## src/hsv2rgb_pkg.sv

```systemverilog
package hsv2rgb_pkg;

    localparam int HUE_W  = 15;
    localparam int FIX_W  = 18;
    localparam int BYTE_W = 8;
    localparam int FRAC_W = 16;
    localparam int HX_W   = 19;
    localparam int SEC_W  = 3;
    localparam int QUO_W  = 11;

    // 360 degrees in 1/64 degree steps
    localparam logic [HUE_W-1:0] HUE_FULL_CIRCLE = 15'd23040;

    // floor(h / 15) == (h * 69906) >> 20, exact for every 15-bit h
    localparam logic [16:0] RECIP15       = 17'd69906;
    localparam int          RECIP15_SHIFT = 20;

    localparam logic [BYTE_W-1:0] BYTE_MAX = 8'd255;

    localparam logic [SEC_W-1:0] SECTOR_0 = 3'd0;
    localparam logic [SEC_W-1:0] SECTOR_1 = 3'd1;
    localparam logic [SEC_W-1:0] SECTOR_2 = 3'd2;
    localparam logic [SEC_W-1:0] SECTOR_3 = 3'd3;
    localparam logic [SEC_W-1:0] SECTOR_4 = 3'd4;

    // negative -> 0, one or more -> 255, else the top fraction byte
    function automatic logic [BYTE_W-1:0] clamp_to_byte(input logic signed [FIX_W-1:0] x);
        logic [BYTE_W-1:0] r;
        begin
            if (x[FIX_W-1])
            begin
                r = '0;
            end
            else if (x[FRAC_W])
            begin
                r = BYTE_MAX;
            end
            else
            begin
                r = x[FRAC_W-1:FRAC_W-BYTE_W];
            end
            return r;
        end
    endfunction

endpackage

```

## src/hsv_to_rgb_color.sv

```systemverilog
// channel   | handshake             | payload
// ----------+-----------------------+-----------------------------------------
// source    | src_valid / src_stall | hue, saturation, brightness, alpha
// result    | rgb_valid / rgb_stall | red, green, blue, alpha_out
//
// six register stages, one item per cycle sustained while rgb_stall is low;
// each stage takes a new item when it is empty or its successor moves on, so
// a waiting result stalls only the stages that are full behind it
// rst_n clears the valid bits only; payload registers are not reset
// the stage multipliers (hue reciprocal, s * f, q/t scaling) set the depth
module hsv_to_rgb_color
(
    input  logic                                   clk,
    input  logic                                   rst_n,

    input  logic                                   src_valid,
    output logic                                   src_stall,
    input  logic        [hsv2rgb_pkg::HUE_W-1:0]   hue,
    input  logic signed [hsv2rgb_pkg::FIX_W-1:0]   saturation,
    input  logic signed [hsv2rgb_pkg::FIX_W-1:0]   brightness,
    input  logic        [hsv2rgb_pkg::BYTE_W-1:0]  alpha,

    output logic                                   rgb_valid,
    input  logic                                   rgb_stall,
    output logic        [hsv2rgb_pkg::BYTE_W-1:0]  red,
    output logic        [hsv2rgb_pkg::BYTE_W-1:0]  green,
    output logic        [hsv2rgb_pkg::BYTE_W-1:0]  blue,
    output logic        [hsv2rgb_pkg::BYTE_W-1:0]  alpha_out
);

    localparam int BW = hsv2rgb_pkg::BYTE_W;

    // per-stage valid bits and ready chain
    logic vld1_reg, vld2_reg, vld3_reg, vld4_reg, vld5_reg, vld6_reg;
    logic rdy1, rdy2, rdy3, rdy4, rdy5, rdy6;

    assign rdy6 = !vld6_reg || !rgb_stall;
    assign rdy5 = !vld5_reg || rdy6;
    assign rdy4 = !vld4_reg || rdy5;
    assign rdy3 = !vld3_reg || rdy4;
    assign rdy2 = !vld2_reg || rdy3;
    assign rdy1 = !vld1_reg || rdy2;

    assign src_stall = !rdy1;
    assign rgb_valid = vld6_reg;

    always_ff @(posedge clk or negedge rst_n)
    begin
        if (!rst_n)
        begin
            vld1_reg <= 1'b0;
            vld2_reg <= 1'b0;
            vld3_reg <= 1'b0;
            vld4_reg <= 1'b0;
            vld5_reg <= 1'b0;
            vld6_reg <= 1'b0;
        end
        else
        begin
            if (rdy1) vld1_reg <= src_valid;
            if (rdy2) vld2_reg <= vld1_reg;
            if (rdy3) vld3_reg <= vld2_reg;
            if (rdy4) vld4_reg <= vld3_reg;
            if (rdy5) vld5_reg <= vld4_reg;
            if (rdy6) vld6_reg <= vld5_reg;
        end
    end

    // stage 1: clamp saturation and value, fold hue of a full circle or more to zero
    logic [hsv2rgb_pkg::HUE_W-1:0] hue1_next, hue1_reg;
    logic [BW-1:0]                 s1_reg, v1_reg, a1_reg;

    assign hue1_next = (hue >= hsv2rgb_pkg::HUE_FULL_CIRCLE) ? '0 : hue;

    always_ff @(posedge clk)
    begin
        if (rdy1)
        begin
            hue1_reg <= hue1_next;
            s1_reg   <= hsv2rgb_pkg::clamp_to_byte(saturation);
            v1_reg   <= hsv2rgb_pkg::clamp_to_byte(brightness);
            a1_reg   <= alpha;
        end
    end

    // stage 2: hue*256/15 = 17*hue + hue/15; hue/15 by reciprocal; p
    logic [31:0]                   quo_prod;
    logic [hsv2rgb_pkg::QUO_W-1:0] quo2_next, quo2_reg;
    logic [hsv2rgb_pkg::HX_W-1:0]  hue17_next, hue17_reg;
    logic [BW:0]                   vs1;
    logic [2*BW:0]                 p_prod;
    logic [BW-1:0]                 p2_reg, s2_reg, v2_reg, a2_reg;

    assign quo_prod   = 32'(hue1_reg) * 32'(hsv2rgb_pkg::RECIP15);
    assign quo2_next  = quo_prod[hsv2rgb_pkg::RECIP15_SHIFT +: hsv2rgb_pkg::QUO_W];
    assign hue17_next = {hue1_reg, 4'b0000} + hsv2rgb_pkg::HX_W'(hue1_reg);
    assign vs1        = {1'b0, v1_reg} + 9'd1;   // 1..256, never wraps
    assign p_prod     = (2*BW+1)'(hsv2rgb_pkg::BYTE_MAX - s1_reg) * (2*BW+1)'(vs1);

    always_ff @(posedge clk)
    begin
        if (rdy2)
        begin
            quo2_reg  <= quo2_next;
            hue17_reg <= hue17_next;
            p2_reg    <= p_prod[2*BW-1:BW];
            s2_reg    <= s1_reg;
            v2_reg    <= v1_reg;
            a2_reg    <= a1_reg;
        end
    end

    // stage 3: sector and fraction
    logic [hsv2rgb_pkg::HX_W-1:0]   hx_next;
    logic [hsv2rgb_pkg::FRAC_W-1:0] f3_reg;
    logic [hsv2rgb_pkg::SEC_W-1:0]  sec3_reg;
    logic [BW-1:0]                  p3_reg, s3_reg, v3_reg, a3_reg;

    assign hx_next = hue17_reg + hsv2rgb_pkg::HX_W'(quo2_reg);

    always_ff @(posedge clk)
    begin
        if (rdy3)
        begin
            f3_reg   <= hx_next[hsv2rgb_pkg::FRAC_W-1:0];
            sec3_reg <= hx_next[hsv2rgb_pkg::HX_W-1:hsv2rgb_pkg::FRAC_W];
            p3_reg   <= p2_reg;
            s3_reg   <= s2_reg;
            v3_reg   <= v2_reg;
            a3_reg   <= a2_reg;
        end
    end

    // stage 4: s*f and s*(1-f), top byte
    logic [hsv2rgb_pkg::FRAC_W:0]    f_inv;
    logic [BW+hsv2rgb_pkg::FRAC_W:0] sf_prod, sg_prod;
    logic [BW-1:0]                   sf4_reg, sg4_reg, p4_reg, s4_reg, v4_reg, a4_reg;
    logic [hsv2rgb_pkg::SEC_W-1:0]   sec4_reg;

    assign f_inv   = 17'h10000 - {1'b0, f3_reg};
    assign sf_prod = 25'(s3_reg) * 25'(f3_reg);
    assign sg_prod = 25'(s3_reg) * 25'(f_inv);

    always_ff @(posedge clk)
    begin
        if (rdy4)
        begin
            sf4_reg  <= sf_prod[hsv2rgb_pkg::FRAC_W +: BW];
            sg4_reg  <= sg_prod[hsv2rgb_pkg::FRAC_W +: BW];
            p4_reg   <= p3_reg;
            s4_reg   <= s3_reg;
            v4_reg   <= v3_reg;
            a4_reg   <= a3_reg;
            sec4_reg <= sec3_reg;
        end
    end

    // stage 5: q and t scaled by v+1
    logic [BW:0]                   vs4;
    logic [2*BW:0]                 q_prod, t_prod;
    logic [BW-1:0]                 q5_reg, t5_reg, p5_reg, v5_reg, a5_reg;
    logic                          gray5_reg;
    logic [hsv2rgb_pkg::SEC_W-1:0] sec5_reg;

    assign vs4    = {1'b0, v4_reg} + 9'd1;
    assign q_prod = (2*BW+1)'(hsv2rgb_pkg::BYTE_MAX - sf4_reg) * (2*BW+1)'(vs4);
    assign t_prod = (2*BW+1)'(hsv2rgb_pkg::BYTE_MAX - sg4_reg) * (2*BW+1)'(vs4);

    always_ff @(posedge clk)
    begin
        if (rdy5)
        begin
            q5_reg    <= q_prod[2*BW-1:BW];
            t5_reg    <= t_prod[2*BW-1:BW];
            p5_reg    <= p4_reg;
            v5_reg    <= v4_reg;
            a5_reg    <= a4_reg;
            gray5_reg <= (s4_reg == '0);
            sec5_reg  <= sec4_reg;
        end
    end

    // stage 6: sector select, gray override, output register
    logic [BW-1:0] red_next, green_next, blue_next;
    logic [BW-1:0] red_reg, green_reg, blue_reg, alpha_reg;

    always_comb
    begin
        red_next   = v5_reg;
        green_next = v5_reg;
        blue_next  = v5_reg;
        if (!gray5_reg)
        begin
            case (sec5_reg)
                hsv2rgb_pkg::SECTOR_0:
                begin
                    red_next = v5_reg; green_next = t5_reg; blue_next = p5_reg;
                end
                hsv2rgb_pkg::SECTOR_1:
                begin
                    red_next = q5_reg; green_next = v5_reg; blue_next = p5_reg;
                end
                hsv2rgb_pkg::SECTOR_2:
                begin
                    red_next = p5_reg; green_next = v5_reg; blue_next = t5_reg;
                end
                hsv2rgb_pkg::SECTOR_3:
                begin
                    red_next = p5_reg; green_next = q5_reg; blue_next = v5_reg;
                end
                hsv2rgb_pkg::SECTOR_4:
                begin
                    red_next = t5_reg; green_next = p5_reg; blue_next = v5_reg;
                end
                default:
                begin
                    red_next = v5_reg; green_next = p5_reg; blue_next = q5_reg;
                end
            endcase
        end
    end

    always_ff @(posedge clk)
    begin
        if (rdy6)
        begin
            red_reg   <= red_next;
            green_reg <= green_next;
            blue_reg  <= blue_next;
            alpha_reg <= a5_reg;
        end
    end

    assign red       = red_reg;
    assign green     = green_reg;
    assign blue      = blue_reg;
    assign alpha_out = alpha_reg;

endmodule

```

## config.mk

```make
export PLATFORM = sky130hd
export DESIGN_NAME = hsv_to_rgb_color
export DESIGN_NICKNAME = d
export VERILOG_FILES = /design/src/hsv2rgb_pkg.sv /design/src/hsv_to_rgb_color.sv
export SDC_FILE = /design/constraint.sdc
export NUM_CORES = 1
export LEC_CHECK = 0
export ABC_CLOCK_PERIOD_IN_PS = 17000
export BUFFER_PORTS_ARGS = -buffer_cell sky130_fd_sc_hd__buf_2
export CAP_MARGIN = 20
export CORE_ASPECT_RATIO = 1.1
export CORE_MARGIN = 10
export CORE_UTILIZATION = 60
export CTS_CLUSTER_SIZE = 14
export DETAILED_ROUTE_END_ITERATION = 8
export PLACE_DENSITY = 0.83
export SYNTH_ARGS = -nofsm -noshare
export SYNTH_HDL_FRONTEND = slang
export SYNTH_SLANG_ARGS = --single-unit
export TNS_END_PERCENT = 20
```

## constraint.sdc

```tcl
create_clock -name clk -period 17 [get_ports clk]
set_input_delay 5.1 -clock clk [delete_from_list [all_inputs] [get_ports clk]]
set_output_delay 5.1 -clock clk [all_outputs]
set_load 0.05 [all_outputs]
```

==> metrics, run 1 <==
post-synth top area share 31.0%; Hold WC Path Type register to register; DRC Markers 0; Slew HR 30.9%; Final Hold Fails 0; Worst-path clk slew 0.07 ns; clk buf depth 3; kind of end point of the critical path primary output; TritonCTS clock tree done; antenna-violating nets left 0; Initial Util 60.8%; Clk Latency, worst-skew pair 0.57 ns; Syn Area/Cell 10.8 sq um; Buffers on Ports 80; DP HPWL 40200 um; synth top area cells edfxtp_1, fa_1, ha_1; most common cell after layout, fill and taps aside inv_1; Final #Nets 3217; status complete, no violations; full die area 54000 sq um; first-pass GRT wire length 91500 um; vias in the first global route 19400; CP Max Fanout 41; f_max 0.0830 GHz; DRT iter0 DRCs 1145; core area 44500 sq um; number of diodes 0; synthesis-to-layout area growth 7.18%; Finish-stage setup viols 0; Row Count 81; Detailed Routing Iterations Pass 1 5; Largest register FFs 19; slew of the pin with the lowest slew margin 1.04 ns; layout cells sized above 1 10.1%; Seq/Total Area, Yosys 31.5%; postcts setup bufs 0; Post-synth EDFFs 279; cell count after synthesis 2506; Top FF cell, synth edfxtp_1; period utilisation layout 70.8%; CTS resizes 0; Die Height 243 um; antenna violations before repair 0; Total Routing Usage GR 20.1%; crit path kind primary input to primary output; GRT overflow 0; Setup TNS 0 ns; yosys warns 0; largest net degree at the start of global routing 64; GP Congestion 0.876; cts hold-fix bufs 0; IO Count 97; vias per cell 5.60; Post-Syn Nets 3174; post-route minimum period 12.04 ns; Post-synth ARST share 2.11%; die width 222 um; Root Driver clkbuf_16; CP Data Required Time 11.90 ns; max-cap check violation count 0; Clock Skews 0.0150 ns; htree depth 1; WL/cell 17.1 um; crit path DAT 6.94 ns; RSZ-0062 raised after global routing no; Yosys reg bits 285; clock sink total 285; reg-to-reg slack, setup 9.70 ns; CTS buffer count 28; Routed WL 53700 um; Synth Cell Area 27000 sq um; fill count 3166; Max Transition Viols Final 0; DR vias 17600; Unique masters post-synth 72; crit path launch type primary input; post-synth top area cell edfxtp_1; most frequent cells in the layout inv_1, fa_1, ha_1
[final timing paths]
kind | depth (start not counted) | to | startpoint
max | 6 | src_stall | rgb_stall
min | 0 | a2_reg[7] | a1_reg[7]
max reg2reg | 21 | sg4_reg[7] | f3_reg[4]
min reg2reg | 0 | a2_reg[7] | a1_reg[7]
max in group asynchronous | 1 | vld5_reg | rst_n
min in group asynchronous | 1 | vld1_reg | rst_n
[cell usage after synthesis (45+ instances only)]
cell      count
a21oi_1      53
clkbuf_1     71
o21ai_0      45
fa_1        319
edfxtp_1    279
or2_2        87
and2_1      164
inv_1       450
nand2_1     138
xnor2_1      81
nor2_1      180
ha_1        286
[critical path, stage by stage]
cell	delay, ns
buf_2	0.09
and3_1	0.22
and3_1	0.29
nand3_2	0.75
inv_1	0.19
buf_2	0.29
[stage by stage]
step,hold slack [ns],cell area [sq um],utilization (%),instances,worst slack (ns)
final,0.412,29000,65.1,3151,4.96
after detailed placement,0.405,27900,62.8,3098,4.94
after global placement,0.402,27900,62.8,3098,4.95
after CTS,0.411,28900,65.0,3149,4.89
after floorplan,0.400,27000,-,2506,4.71
after global routing,0.420,29000,65.1,3151,4.77
[cell type report]
cell class              count  area [sq um]  share of cell area [%]
clock buffers              38           758                    2.62
clock inverters            13           230                   0.794
inverters                 451          1690                    5.84
multi-input cells        1683         16500                    56.8
flip-flops and latches    285          8530                    29.4
well taps                 581           727                    2.51
repair buffers            100           583                    2.01
[logic make-up (layout without fill, tap and decap cells)]
logic type | Yosys count | in the layout | synth area share [%]
and+or+nand+nor | 716 | 716 | 13.8
xor gates and xnor gates | 116 | 116 | 3.79
DFF | 285 | 285 | 31.5
adders and majority gates | 605 | 605 | 36.9
AOI/OAI and AO/OA | 208 | 208 | 4.99
muxes | 38 | 38 | 1.41
buffers and inverters | 538 | 602 | 7.62
[layer usage]
layer  GRT usage, %  share of wire [%]  up-vias
met5              0                  0        -
met4           5.85                2.4        0
met3           2.08                4.4      114
met2           37.6                 53      545
met1           23.7                 40     8828
li1               -                  -     8147
Power of run 1 is not shown: default switching activity piles up to over one toggle a cycle in this logic, so the estimate is an artifact.
==> inputs of run 2 (changes only) <==
--- a/config.mk
+++ b/config.mk
@@ -5,15 +5,16 @@
 export SDC_FILE = /design/constraint.sdc
 export NUM_CORES = 1
 export LEC_CHECK = 0
-export ABC_CLOCK_PERIOD_IN_PS = 17000
+export ABC_AREA = 1
+export ABC_CLOCK_PERIOD_IN_PS = 10500
 export BUFFER_PORTS_ARGS = -buffer_cell sky130_fd_sc_hd__buf_2
 export CAP_MARGIN = 20
 export CORE_ASPECT_RATIO = 1.1
 export CORE_MARGIN = 10
-export CORE_UTILIZATION = 60
+export CORE_UTILIZATION = 59
 export CTS_CLUSTER_SIZE = 14
 export DETAILED_ROUTE_END_ITERATION = 8
-export PLACE_DENSITY = 0.83
+export PLACE_DENSITY = 0.84
 export SYNTH_ARGS = -nofsm -noshare
 export SYNTH_HDL_FRONTEND = slang
 export SYNTH_SLANG_ARGS = --single-unit
==> constraint.sdc (replaced) <==
create_clock -name clk -period 10.5 [get_ports clk]
set_input_delay 3.15 -clock clk [delete_from_list [all_inputs] [get_ports clk]]
set_output_delay 3.15 -clock clk [all_outputs]
set_load 0.05 [all_outputs]
==> run 2 against run 1 <==
Non-clock buffer count decreased by 8. Sequential share of layout area decreased by 1.9 points. Clock-buffer cell count decreased by 1. Largest cell class unchanged. Critical path type unchanged. Synthesized area increased by 7.2%.
==> metrics, run 2 <==
number of diodes 0; Final Instance Area 31000 sq um; Clk Latency, worst-skew pair 0.57 ns; Critical Path End src_stall; crit path DAT 5.76 ns; slew of the pin with the lowest slew margin 0.977 ns; post-synth top area share 28.9%; DP HPWL 50900 um; worst reg2reg path depth 21; Die Height 253 um; most common cell after layout, fill and taps aside inv_1; max-cap check violation count 0; core area 48800 sq um; status complete, no violations; htree depth 1; Slew HR 34.9%; most frequent CP cell clkinvlp_4; slowest stage delay, CP 0.43 ns; DRC Markers 0; CTS resizes 0; number of stages on the worst setup path 12; Hold WC Path Type register to register; cts hold-fix bufs 0; Finish-stage setup viols 0; Seq/Total Area, Yosys 29.4%; Initial Util 59.4%; clock sink total 285; met2 Usage GRT 40.2%; post-synth top area cell edfxtp_1; most common cell in the synthesized netlist inv_1; postcts setup bufs 0; kind of end point of the critical path primary output; crit path launch type primary input; Setup TNS 0 ns; Row Count 85; Place WS 1.63 ns; post-route minimum period 8.91 ns; cell breakdown of the critical path buf_2, nand2_2, nor2_1, clkinvlp_4, nor2_4, clkinvlp_4, nor2_4, clkinvlp_4, nor2_4, nand2_4, clkinvlp_4, buf_2; fill count 3852; CP max stage cell nand2_2; Syn Area/Cell 8.84 sq um; CP Data Required Time 7.35 ns; GP Congestion 0.970; Worst Path Buf+Inv 6; WL/cell 16.1 um; final worst setup slack 1.59 ns; Hold Slack 0.413 ns; Worst-path clk slew 0.06 ns; clk buf depth 3; Top FF cell, synth edfxtp_1; family with the most delay on the worst path simple AND/OR/NAND/NOR gates; worst r2r src f3_reg[1]; DRT iter0 DRCs 1711; RSZ-0062 raised after global routing no; reg-to-reg slack, setup 4.72 ns; yosys warns 0; Max Transition Viols Final 0; routing usage on met3 3.11%; Yosys reg bits 285; area post-placement 30000 sq um; f_max 0.112 GHz; Final #Nets 4009; vias per cell 5.49; Synth Cell Area 29000 sq um; FF-to-FF End sg4_reg[1]; TritonCTS clock tree done; die width 231 um; vias in the first global route 23100; Post-synth ARST share 2.11%; Root Driver clkbuf_16; crit path kind primary input to primary output; antenna violations before repair 0; Final Hold Fails 0; Clock Skews 0.0113 ns; Most Crowded Layer GR met2; synthesis-to-layout area growth 6.84%; DR vias 22000; Critical path origin rgb_stall; CTS buffer count 29; GRT overflow 0; Routed WL 64800 um; IO Count 97; Post-Syn Nets 3950; Buffers on Ports 80; cell count after synthesis 3282; synth top area cells edfxtp_1, fa_1, ha_1; met1 GRT Util 26.7%; Largest register FFs 19; full die area 58400 sq um; period utilisation layout 84.9%; Detailed Routing Iterations Pass 1 5; antenna-violating nets left 0; Post-synth EDFFs 279; most frequent cells in the layout inv_1, nand2_1, nor2_1; largest net degree at the start of global routing 63; Unique masters post-synth 56; Post-synth top cells inv_1, nand2_1, nor2_1; CP Max Fanout 40; layout cells sized above 1 6.01%; Total Routing Usage GR 22.5%; first-pass GRT wire length 109000 um
## run 2: cell count changes after synthesis, moves of 38 or more
cell	before	now
nor2_1	180	382
and2_1	164	3
nand2_1	138	623
a21oi_1	53	138
or2_2	87	4
mux2i_1	38	0
inv_1	450	726
nand3_1	21	89
xnor2_1	81	21
## run 2: kinds of logic after synthesis
logic type               synth area share, %
adder cells (fa/ha/maj)                 34.4
AO/OA/AOI/OAI                           6.03
XOR/XNOR                                2.42
AND/OR/NAND/NOR                         17.0
buffers and inverters                   10.8
flip-flops                              29.4
## run 2: layout make-up
class | instances | area, sq um | share of cell area, %
multi-input cells | 2184 | 17400 | 56.1
flip-flops and latches | 285 | 8530 | 27.5
inverters | 749 | 2830 | 9.15
well taps | 652 | 816 | 2.63
clock buffers | 37 | 776 | 2.50
repair buffers | 92 | 490 | 1.58
clock inverters | 16 | 163 | 0.525
## run 2: worst min-delay path by stage
stage | start | end | slack [ns] | cells after the start
detailed placement | a1_reg[1] | a2_reg[1] | 0.40 | 0
finish | a4_reg[7] | a5_reg[7] | 0.41 | 0
global route | v2_reg[1] | v3_reg[1] | 0.42 | 0
global placement | p2_reg[7] | p3_reg[7] | 0.40 | 0
CTS | a4_reg[2] | a5_reg[2] | 0.41 | 0
floorplan | a1_reg[0] | a2_reg[0] | 0.40 | 0
## run 2: layer usage
metal,wire length [um],vias up
li1,-,10400
met1,24700,10600
met2,33200,865
met3,4320,212
met4,2530,0
met5,0,-
## run 2: metrics by stage
step | utilization, % | std cells
after floorplan | - | 3282
final | 63.5 | 4015
after global routing | 63.5 | 4015
after detailed placement | 61.5 | 3962
after CTS | 63.5 | 4015
after global placement | 61.5 | 3962
Power of run 2 is left out for the same reason.
